**src/rtl/core/htu_pkg.sv**
```systemverilog
// Shared types, constants and helper functions of the 4x4 homogeneous transform unit.
// Used by the processing cell, the step sequencer and the top level.
// No dependencies.
package htu_pkg;

   localparam int FRAC_BITS = 16;
   localparam int ELEM_W    = 32;
   localparam int PROD_W    = 2 * ELEM_W - FRAC_BITS;
   localparam int ACC_W     = PROD_W + 2;

   localparam logic signed [ELEM_W-1:0] FX_ONE = ELEM_W'(64'sd1 <<< FRAC_BITS);
   localparam logic signed [ELEM_W-1:0] S32_MAX = 32'sh7fff_ffff;
   localparam logic signed [ELEM_W-1:0] S32_MIN = 32'sh8000_0000;

   typedef logic signed [ELEM_W-1:0] elem_type;
   typedef logic [3:0][ELEM_W-1:0]   row_type;

   typedef enum logic [3:0] {
      OP_LOAD_CUR  = 4'd0,
      OP_LOAD_OPR  = 4'd1,
      OP_IDENTITY  = 4'd2,
      OP_TRANSPOSE = 4'd3,
      OP_SCALE     = 4'd4,
      OP_TRANSLATE = 4'd5,
      OP_COMPOSE   = 4'd6,
      OP_TRANSFORM = 4'd7,
      OP_READ      = 4'd8
   } htu_op_type;

   typedef enum logic [1:0] {
      ST_IDLE,
      ST_RUN,
      ST_HOLD
   } htu_state_type;

   // One step of work as issued by the sequencer.
   typedef struct packed {
      logic       single;     // unscheduled operation executes now
      logic       ring_load;  // cells load the ring from column res_col
      logic       ring_shift; // ring moves one cell up the chain
      logic       mul_en;
      logic       mul_src;    // 0: current element times vector, 1: operand times ring
      logic [1:0] k;          // element index fed to the multiplier
      logic       acc_en;
      logic       acc_first;
      logic       res_wr;     // clamped sum written back into column res_col
      logic [1:0] res_col;
      logic       capture;    // transform results are complete
   } htu_step_type;

   // Per-cell control word.
   typedef struct packed {
      logic [3:0] cur_mask;
      logic [3:0] opr_mask;
      logic       ring_load;
      logic       ring_shift;
      logic       mul_en;
      logic       mul_src;
      logic [1:0] a_sel;
      logic       acc_en;
      logic       acc_first;
      logic       res_wr;
      logic [1:0] res_col;
   } htu_cell_ctl_type;

   typedef struct packed {
      logic     sat;
      elem_type val;
   } htu_clamp_type;

   function automatic htu_clamp_type sat32(input logic signed [ACC_W-1:0] v);
      htu_clamp_type r;
      logic signed [ACC_W-1:0] hi;
      logic signed [ACC_W-1:0] lo;
      hi = ACC_W'(S32_MAX);
      lo = ACC_W'(S32_MIN);
      if (v > hi) begin
         r.sat = 1'b1;
         r.val = S32_MAX;
      end else if (v < lo) begin
         r.sat = 1'b1;
         r.val = S32_MIN;
      end else begin
         r.sat = 1'b0;
         r.val = ELEM_W'(v);
      end
      return r;
   endfunction

endpackage

```
**src/rtl/core/htu_cell.sv**
```systemverilog
// One row cell of the transform chain: a row of the current and operand matrices,
// a multiplier, an accumulator and one ring register shared with its neighbor.
// Depends on htu_pkg.
module htu_cell (
   input  logic                      clock,
   input  logic                      reset,
   input  htu_pkg::htu_cell_ctl_type ctl,
   input  htu_pkg::row_type          row_data,
   input  htu_pkg::elem_type         vec_val,
   input  logic [31:0]               ring_nb,
   output htu_pkg::row_type          cur_row,
   output logic [31:0]               ring_out,
   output htu_pkg::elem_type         clamp_val,
   output logic                      clamp_sat
);
   import htu_pkg::*;

   row_type                  cur_ff, cur_in;
   row_type                  opr_ff, opr_in;
   logic [ELEM_W-1:0]        ring_ff, ring_in;
   logic signed [PROD_W-1:0] prod_ff, prod_in;
   logic signed [ACC_W-1:0]  acc_ff, acc_in;
   elem_type                 a_val, b_val;
   logic signed [63:0]       prod_full;
   htu_clamp_type            clamp;

   always_comb begin
      a_val     = ctl.mul_src ? opr_ff[ctl.a_sel] : cur_ff[ctl.a_sel];
      b_val     = ctl.mul_src ? ring_ff : vec_val;
      prod_full = 64'(a_val) * 64'(b_val);
      // Arithmetic shift gives the floor of the scaled product.
      prod_in   = ctl.mul_en ? PROD_W'(prod_full >>> FRAC_BITS) : prod_ff;
   end

   always_comb begin
      acc_in = acc_ff;
      if (ctl.acc_en) begin
         acc_in = (ctl.acc_first ? '0 : acc_ff) + ACC_W'(prod_ff);
      end
   end

   assign clamp = sat32(acc_ff);

   always_comb begin
      for (int e = 0; e < 4; e++) begin
         if (ctl.res_wr && (ctl.res_col == 2'(e))) begin
            cur_in[e] = clamp.val;
         end else if (ctl.cur_mask[e]) begin
            cur_in[e] = row_data[e];
         end else begin
            cur_in[e] = cur_ff[e];
         end
         opr_in[e] = ctl.opr_mask[e] ? row_data[e] : opr_ff[e];
      end
   end

   always_comb begin
      if (ctl.ring_load) begin
         ring_in = cur_ff[ctl.res_col];
      end else if (ctl.ring_shift) begin
         ring_in = ring_nb;
      end else begin
         ring_in = ring_ff;
      end
   end

   always_ff @(posedge clock) begin
      if (reset) begin
         cur_ff <= '0;
         opr_ff <= '0;
      end else begin
         cur_ff <= cur_in;
         opr_ff <= opr_in;
      end
   end

   always_ff @(posedge clock) begin
      ring_ff <= ring_in;
      prod_ff <= prod_in;
      acc_ff  <= acc_in;
   end

   assign cur_row   = cur_ff;
   assign ring_out  = ring_ff;
   assign clamp_val = clamp.val;
   assign clamp_sat = clamp.sat;

endmodule

```
**config.mk**
```make
export PLATFORM = sky130hd
export DESIGN_NAME = htu_cell
export DESIGN_NICKNAME = d
export VERILOG_FILES = /design/src/rtl/core/htu_pkg.sv /design/src/rtl/core/htu_cell.sv
export SDC_FILE = /design/constraint.sdc
export NUM_CORES = 2
export LEC_CHECK = 0
export BUFFER_PORTS_ARGS = -buffer_cell sky130_fd_sc_hd__buf_2
export CAP_MARGIN = 20
export CORE_MARGIN = 5
export CORE_UTILIZATION = 55
export CTS_CLUSTER_DIAMETER = 100
export DETAILED_ROUTE_END_ITERATION = 12
export GPL_ROUTABILITY_DRIVEN = 0
export PLACE_DENSITY = 0.82
export RECOVER_POWER = 50
export SLEW_MARGIN = 20
export SYNTH_ARGS = -nofsm -noshare
export SYNTH_HDL_FRONTEND = slang
export SYNTH_SLANG_ARGS = --single-unit
```
**constraint.sdc**
```tcl
create_clock -name clock -period 11.5 [get_ports clock]
set_clock_uncertainty 0.2 [all_clocks]
set_input_delay 2.3 -clock clock [delete_from_list [all_inputs] [get_ports clock]]
set_output_delay 2.3 -clock clock [all_outputs]
set_load 0.005 [all_outputs]
```
==> metrics.cfg <==
[drt]
routed_wl_um = 183000
wire_per_inst_um = 25.1
via_per_inst = 6.21
drc = 0
drt_iter0_drc = 5550
drtAntennaViolNets = 0
via_count = 45200
drtPass1Iterations = 6

[cells_and_area]
fin_cells = 7277
seqCellArea_um2 = 9030
final_cell_mix = fa_1 (1,082), inv_1 (1,012), nor2_1 (710)
fin_nets = 7474
drive_gt1_share_pct = 13.4
final_common_cell = fa_1
nFillCells = 7790
area_growth_pct = 10.1
multi_input_area_um2 = 41200

[clock_network]
h-tree-depth = 2
clk_latency_ns = 0.59
tritoncts = yes
cts_hold_buf = 0
cts_resized = 0
clk_pin_slew_ns = 0.07
root_buffer = clkbuf_16
cts_buffer_depth = 3
post_cts_buffers = 0
clock_sinks = 386
cts_buffers = 37

[outcome]
status = finished with violations
violations = capacitance limit, slew limit

[die]
initial_utilization_pct = 55.2
ios = 406
die_h_um = 326
die_area_um2 = 106000
row_count = 116
fp.dieW_um = 326
fp.coreArea_um2 = 99700

[synth]
syn_area_um2 = 55000
synthesis.instances = 5614
synth_seq_cells = 386
ys_seq_area_share_pct = 16.4
async_reset_ff_share_pct = 0
syn_avg_cell_area_um2 = 9.80
synth_ff_type = dfxtp_1
yosys_warnings = 0
yosysUniqueCellTypes = 74
synth_edf_count = 130
syn_nets = 7138

[setup_path]
crit_top_cell = fa_1
max_stage_delay_ns = 0.63
r2r_cells = 30
slowest_stage = or4b_2
critical_path_class = input pin to register
crit_required_ns = 11.74
path_depth = 32
worstPathMaxFanout = 18
cp-start-kind = input pin
crit_buf_inv = 9
timing.critical_path.to_type = register
critPathArrivalTime_ns = 11.29
critical-path-top-delay-family = adder cells

[global_routing]
antenna_found_initial = 10
grt_overflow = 0
grt_usage_pct = 34.2
grt_pass1_vias = 47800
grt_first_pass_wirelength_um = 281000
grt_max_degree = 108

[sta]
setup_viol = 0
hold_violations = 0
finalSetupTns_ns = 0
rsz0062_at_grt = false
min_period_over_period_pct = 96.1
layout_min_cycle_time_ns = 11.05
tightest_slew_ns = 3.31
timing.fmax_mhz = 90.5
finalMaxSlewViolations = 232
max_slew_margin_pct = -121

[placement]
dp_hpwl_um = 148000
io_buffers = 405
place_inst = 7209

[run]
drv_cap = 6

[worst_hold_path]
hold_path_depth = 2
hold_class = register to register

[routing by layer]
layer,vias up,global-route usage [%],part of all wire [%]
li1,18300,-,-
met1,22500,42.3,34
met2,3454,52.3,44
met3,908,12.7,15
met4,20,19.0,7.4
met5,-,0,0.079
[worst paths after layout]
check | slack (ns) | endpoint | from
worst max-delay path | 0.45 | prod_ff[25] | ctl[6]
worst min-delay path | 0.30 | opr_ff[28] | opr_ff[28]
worst max register to register | 2.38 | prod_ff[25] | cur_row[44]
worst min register to register | 0.30 | opr_ff[28] | opr_ff[28]
[sequential cells by signal (all words and copies together), names as in the netlist]
signal,flops
acc_ff,50
cur_row,128
prod_ff,48
opr_ff,128
ring_out,32
[synthesized netlist by cell type, drive strengths merged, types with 4 or more instances]
master	number	area, um^2
buf	48	206
and3	11	68.8
o211ai	9	67.6
nand2b	24	150
ha	229	2870
mux4	92	2070
mux2i	202	2020
nand4b	5	43.8
a31oi	8	50.1
a21o	53	398
nand3	17	97.6
nor3	14	70.1
nand4	21	131
nor4	8	50.1
inv	1012	3800
or4	5	41.3
xnor2	72	631
or3	4	25.0
nand2	534	2000
o21a	13	97.6
fa	1082	21700
mux2	93	1050
nor2	713	2680
o21ai	42	210
nor2b	181	1130
dfxtp	256	5120
xor2	32	280
a211oi	253	1900
a21boi	4	30.0
a21oi	126	634
or2	7	43.8
and2	5	31.3
edfxtp	130	3900
o21bai	13	97.6
clkbuf	252	946
[cell type report]
cell class                      count  area share (%)
Multi-Input combinational cell   3915            68.0
Tap cell                         1298            2.68
Inverter                         1013            6.28
Sequential cell                   386            14.9
Clock buffer                       49            1.79
Antenna cell                        2         0.00826
Clock inverter                     17           0.417
Timing Repair Buffer              597            5.89
[logic make-up (layout without fill, tap and decap cells)]
group	count (synthesis)	count (layout)	synth area share [%]
AND/OR/NAND/NOR	1556	1556	12.0
buffers and inverters	1313	1676	9.01
adder cells (fa/ha/maj)	1311	1311	44.6
AO/OA/AOI/OAI	557	557	6.96
multiplexers	387	387	9.35
flip-flops	386	386	16.4
XOR/XNOR	104	104	1.66
other	0	2	0
[metrics by stage]
step | instance area [um^2] | worst slack (ns) | util [%] | hold WS, ns
CTS | 60700 | 0.546 | 60.9 | 0.297
global route | 60600 | 0.114 | 60.7 | 0.317
finish | 60600 | 0.447 | 60.7 | 0.296
detailed placement | 59400 | 0.0476 | 59.5 | 0.281
global placement | 59400 | 0.211 | 59.5 | 0.269
floorplan | 55000 | 0.0408 | - | 0.254
[worst reg2reg max path, delay by kind of cell, from the launching register on]
kind            cells  cell delay (ns)
fa+ha+maj           9             4.22
compound gates      8             1.72
simple gates        4             0.88
buf+inv             7             0.85
mux                 2             0.71
flops               1             0.39
Power is not shown: default switching activity piles up to over one toggle a cycle in this logic, so the estimate is an artifact.
