--- config.mk ---
export PLATFORM = sky130hd
export DESIGN_NAME = htu_seq
export DESIGN_NICKNAME = d
export VERILOG_FILES = /design/src/rtl/core/htu_pkg.sv /design/src/rtl/core/htu_seq.sv
export SDC_FILE = /design/constraint.sdc
export NUM_CORES = 1
export LEC_CHECK = 0
export ABC_AREA = 1
export BUFFER_PORTS_ARGS = -buffer_cell sky130_fd_sc_hd__clkbuf_2
export CORE_UTILIZATION = 50
export CTS_BUF_LIST = sky130_fd_sc_hd__clkbuf_4
export DETAILED_ROUTE_END_ITERATION = 6
export MAX_ROUTING_LAYER = met4
export PLACE_DENSITY = 0.79
export SYNTH_ARGS = -nofsm -noshare
export SYNTH_HDL_FRONTEND = slang
export SYNTH_SLANG_ARGS = --single-unit
--- constraint.sdc ---
create_clock -name clock -period 2.96 [get_ports clock]
set_clock_uncertainty 0.05 [all_clocks]
set_input_delay 0.592 -clock clock [delete_from_list [all_inputs] [get_ports clock]]
set_output_delay 0.592 -clock clock [all_outputs]
set_load 0.005 [all_outputs]
--- src/rtl/core/htu_pkg.sv ---
// Shared types, constants and helper functions of the 4x4 homogeneous transform unit.
// Used by the processing cell, the step sequencer and the top level.
// No dependencies.
package htu_pkg;

   localparam int FRAC_BITS = 16;
   localparam int ELEM_W    = 32;
   localparam int PROD_W    = 2 * ELEM_W - FRAC_BITS;
   localparam int ACC_W     = PROD_W + 2;

   localparam logic signed [ELEM_W-1:0] FX_ONE = ELEM_W'(64'sd1 <<< FRAC_BITS);
   localparam logic signed [ELEM_W-1:0] S32_MAX = 32'sh7fff_ffff;
   localparam logic signed [ELEM_W-1:0] S32_MIN = 32'sh8000_0000;

   typedef logic signed [ELEM_W-1:0] elem_type;
   typedef logic [3:0][ELEM_W-1:0]   row_type;

   typedef enum logic [3:0] {
      OP_LOAD_CUR  = 4'd0,
      OP_LOAD_OPR  = 4'd1,
      OP_IDENTITY  = 4'd2,
      OP_TRANSPOSE = 4'd3,
      OP_SCALE     = 4'd4,
      OP_TRANSLATE = 4'd5,
      OP_COMPOSE   = 4'd6,
      OP_TRANSFORM = 4'd7,
      OP_READ      = 4'd8
   } htu_op_type;

   typedef enum logic [1:0] {
      ST_IDLE,
      ST_RUN,
      ST_HOLD
   } htu_state_type;

   // One step of work as issued by the sequencer.
   typedef struct packed {
      logic       single;     // unscheduled operation executes now
      logic       ring_load;  // cells load the ring from column res_col
      logic       ring_shift; // ring moves one cell up the chain
      logic       mul_en;
      logic       mul_src;    // 0: current element times vector, 1: operand times ring
      logic [1:0] k;          // element index fed to the multiplier
      logic       acc_en;
      logic       acc_first;
      logic       res_wr;     // clamped sum written back into column res_col
      logic [1:0] res_col;
      logic       capture;    // transform results are complete
   } htu_step_type;

   // Per-cell control word.
   typedef struct packed {
      logic [3:0] cur_mask;
      logic [3:0] opr_mask;
      logic       ring_load;
      logic       ring_shift;
      logic       mul_en;
      logic       mul_src;
      logic [1:0] a_sel;
      logic       acc_en;
      logic       acc_first;
      logic       res_wr;
      logic [1:0] res_col;
   } htu_cell_ctl_type;

   typedef struct packed {
      logic     sat;
      elem_type val;
   } htu_clamp_type;

   function automatic htu_clamp_type sat32(input logic signed [ACC_W-1:0] v);
      htu_clamp_type r;
      logic signed [ACC_W-1:0] hi;
      logic signed [ACC_W-1:0] lo;
      hi = ACC_W'(S32_MAX);
      lo = ACC_W'(S32_MIN);
      if (v > hi) begin
         r.sat = 1'b1;
         r.val = S32_MAX;
      end else if (v < lo) begin
         r.sat = 1'b1;
         r.val = S32_MIN;
      end else begin
         r.sat = 1'b0;
         r.val = ELEM_W'(v);
      end
      return r;
   endfunction

endpackage

--- src/rtl/core/htu_seq.sv ---
// Step sequencer of the transform unit: state machine and phase counters that issue
// one step word per cycle for the operation held by the top level.
// Depends on htu_pkg.
module htu_seq (
   input  logic                  clock,
   input  logic                  reset,
   input  logic                  start,
   input  htu_pkg::htu_op_type   op,
   input  logic                  rsp_free,
   output htu_pkg::htu_step_type step,
   output logic                  idle,
   output logic                  finish
);
   import htu_pkg::*;

   htu_state_type state_ff, state_in;
   logic [2:0]    p_ff, p_in;
   logic [1:0]    j_ff, j_in;
   logic          last;

   // Schedule of the multi-cycle operations.
   always_comb begin
      step = '0;
      last = 1'b0;
      if (state_ff == ST_RUN) begin
         case (op)
            OP_COMPOSE: begin
               step.ring_load  = (p_ff == 3'd0);
               step.mul_en     = (p_ff >= 3'd1) && (p_ff <= 3'd4);
               step.ring_shift = step.mul_en;
               step.mul_src    = 1'b1;
               step.k          = 2'(p_ff - 3'd1);
               step.acc_en     = (p_ff >= 3'd2) && (p_ff <= 3'd5);
               step.acc_first  = (p_ff == 3'd2);
               step.res_wr     = (p_ff == 3'd6);
               step.res_col    = j_ff;
               last            = (p_ff == 3'd6) && (j_ff == 2'd3);
            end
            OP_TRANSFORM: begin
               step.mul_en    = (p_ff <= 3'd3);
               step.k         = 2'(p_ff);
               step.acc_en    = (p_ff >= 3'd1) && (p_ff <= 3'd4);
               step.acc_first = (p_ff == 3'd1);
               step.capture   = (p_ff == 3'd5);
               last           = (p_ff == 3'd5);
            end
            OP_SCALE: begin
               step.mul_en    = (p_ff == 3'd0);
               step.k         = j_ff;
               step.acc_en    = (p_ff == 3'd1);
               step.acc_first = 1'b1;
               step.res_wr    = (p_ff == 3'd2);
               step.res_col   = j_ff;
               last           = (p_ff == 3'd2) && (j_ff == 2'd3);
            end
            default: begin
               step.single = 1'b1;
               last        = 1'b1;
            end
         endcase
      end
   end

   // Next state.
   always_comb begin
      state_in = state_ff;
      case (state_ff)
         ST_IDLE: begin
            if (start) state_in = ST_RUN;
         end
         ST_RUN: begin
            if (last) state_in = rsp_free ? ST_IDLE : ST_HOLD;
         end
         ST_HOLD: begin
            if (rsp_free) state_in = ST_IDLE;
         end
         default: state_in = ST_IDLE;
      endcase
   end

   // Outputs.
   always_comb begin
      idle   = 1'b0;
      finish = 1'b0;
      case (state_ff)
         ST_IDLE: idle   = 1'b1;
         ST_RUN:  finish = last && rsp_free;
         ST_HOLD: finish = rsp_free;
         default: idle   = 1'b0;
      endcase
   end

   always_comb begin
      p_in = p_ff;
      j_in = j_ff;
      if (state_ff != ST_RUN) begin
         p_in = '0;
         j_in = '0;
      end else if (!last) begin
         if ((op == OP_COMPOSE && p_ff == 3'd6) || (op == OP_SCALE && p_ff == 3'd2)) begin
            p_in = '0;
            j_in = j_ff + 2'd1;
         end else begin
            p_in = p_ff + 3'd1;
         end
      end
   end

   always_ff @(posedge clock) begin
      if (reset) begin
         state_ff <= ST_IDLE;
         p_ff     <= '0;
         j_ff     <= '0;
      end else begin
         state_ff <= state_in;
         p_ff     <= p_in;
         j_ff     <= j_in;
      end
   end

endmodule

==> metrics.yaml <==
outcome: "completed"
place_hpwl_mm: 1.449
die_x_um: 41.96
ant_nets: 0
vdd_drop_max_v: 0.0002852
dr_total_vias: 867
syn_area_um2: 798.3
timing.rr.start: "p_ff[0]"
cp_max_fo: 8
finalSetupTns_ns: 0
layout_common_cells: "27 x inv_1, 22 x clkbuf_2, 20 x nand3_1"
r2r_end: "j_ff[1]"
p_seq_frac: 0.360
cts_htree_levels: 1
grt_pass1_wl_mm: 2.987
num_rows: 14
fmax_mhz: 405.3
post_cts_buffers: 0
hold_viol: 0
die-area_mm2: 0.001760
fp.dieH_um: 41.96
setup_viol: 0
ff2ff_path_depth: 10
comb_power_share: 0.332
fin_crit_sh: 0.8335
postCtsResizedCells: 0
ys_seq_elements: 7
ys_seq_area_frac: 0.1755
yosysWarnings: 0
cap_violations: 0
coreArea_mm2: 0.001506
worst_setup_path_end_kind: "primary output"
internal_power_mw: 0.1938
wl_mm: 1.783
place.gp.congestion: 0.9419
drc: 0
drtPass1Iterations: 4
cts_max_path_buffers: 2
synth_fp_nets: 150
hold_end: "state_ff[0]"
ys_types: 22
post_drt_wl_per_cell_um: 10.37
ctsHoldBuffers: 0
relSlewSlack: 0.7598
crit_arrival_ns: 1.83
fin_crit_ns: 2.467
ios: 23
portBuffers: 22
maxSlewViolCount: 0
numCtsBuffers: 3
switching_share: 0.3402
cts_sinks: 7
n_antenna_cell: 0
switching_power_mw: 0.09992
p_leak_nw: 0.4762
worstSetupStartpointType: "flip-flop"
min_from: "state_ff[0]"
cts_tree: "yes"
rsz0062_at_grt: "no"
layout-drive-gt1-share: 0.2115
hp-class: "flip-flop to flip-flop"
power-per-cell-area_mw_per_mm2: 313.0
grt_use_total: 0.2161
antenna_found_initial: 0
grt_pass1_vias: 744
gr-total-overflow: 0
synth_cells: 133
floorplan.initialDensity: 0.5299
layout.nets: 174
clk_latency_ns: 0.24
rrSetupSlack_ns: 1.20
avgViaCountPerCell: 5.041
worstSetupPathType: "flip-flop to primary output"
cts-root-buf: "clkbuf_4"
synth_area_per_cell_um2: 6.002
finish.utilization: 0.6229
required_ns: 2.32
power_mw: 0.2937
path_clk_slew_ns: 0.05
worst_pin_slew_ns: 0.3599
grt_max_degree: 13
drtIter0Drc: 30
hold_depth: 2
clockPowerShare: 0.309
area_growth_pct: 17.55
final_common_cell: "inv_1"
[area by class of cell]
type	instances	area (um^2)
clock buffers	4	30.03
fillers	161	568.0
inverters	28	105.1
multi-input cells	95	533.0
flip-flops and latches	7	140.1
well taps	16	20.02
repair buffers	22	110.1
[logic make-up (layout without fill, tap and decap cells)]
group | count (synthesis) | after routing | synth area share
and+or+nand+nor | 64 | 64 | 0.3777
buffers and inverters | 31 | 54 | 0.1567
AOI/OAI and AO/OA | 22 | 22 | 0.1489
adders and majority gates | 9 | 9 | 0.1411
DFF | 7 | 7 | 0.1755
[synthesized netlist by cell type (all sizes together)]
library cell	instances	area share
inv	28	0.13
nor2	17	0.092
o22ai	3	0.024
a21oi	11	0.069
nand4	1	0.0078
a31oi	2	0.016
o211ai	1	0.0094
buf	2	0.020
nor3	4	0.025
nand2	21	0.11
ha	9	0.14
o21ai	5	0.031
dfxtp	7	0.18
clkbuf	1	0.0047
nand3	21	0.14
[stage by stage]
stage	hold WS, ns	std cells	cell area (um^2)	setup slack, ns
after floorplan	0.3998	133	798.3	0.9694
after global placement	0.4232	168	908.4	0.6454
after detailed placement	0.4259	168	908.4	0.5909
after CTS	0.4339	172	938.4	0.4989
after global routing	0.4637	172	938.4	0.2988
final	0.4330	172	938.4	0.4928
[power groups by stage]
stage | registers [mW] | logic (mW) | clock network (mW)
after detailed placement | 0.107 | 0.0976 | 0
final | 0.106 | 0.0975 | 0.0906
after global placement | 0.107 | 0.0950 | 0
after CTS | 0.105 | 0.0979 | 0.0938
after global routing | 0.106 | 0.110 | 0.0966
after floorplan | 0.105 | 0.0706 | 0
[flip-flops by register name, summed over array words and instances, names as in the netlist]
signal,count
state_ff,2
p_ff,3
j_ff,2
[worst max-delay path, stage by stage (launching register included)]
cell and delay [ns]:
dfxtp_1 0.46, inv_1 0.17, ha_1 0.25, nand2_1 0.11, nand3_1 0.10, nand3_2 0.10, nand2_2 0.10, nand2_4 0.11
a21oi_1 0.07, clkbuf_2 0.11
[how the worst max path moves through the flow]
stage	from	to	slack, ns	depth (start not counted)
3_3_place_gp	op[3]	step[3]	0.65	9
3_5_place_dp	op[3]	step[3]	0.59	9
2_1_floorplan	op[3]	step[3]	0.97	7
5_1_grt	p_ff[1]	finish	0.30	11
4_1_cts	p_ff[0]	finish	0.50	10
6_report	p_ff[0]	finish	0.49	9
[routing by layer]
metal | GRT usage | part of all wire
met5 | - | 0
met2 | 0.3844 | 0.51
met1 | 0.2627 | 0.47
met4 | 0.03871 | 0
met3 | 0.02609 | 0.027
Note: power is estimated with default switching activity, not from simulation.
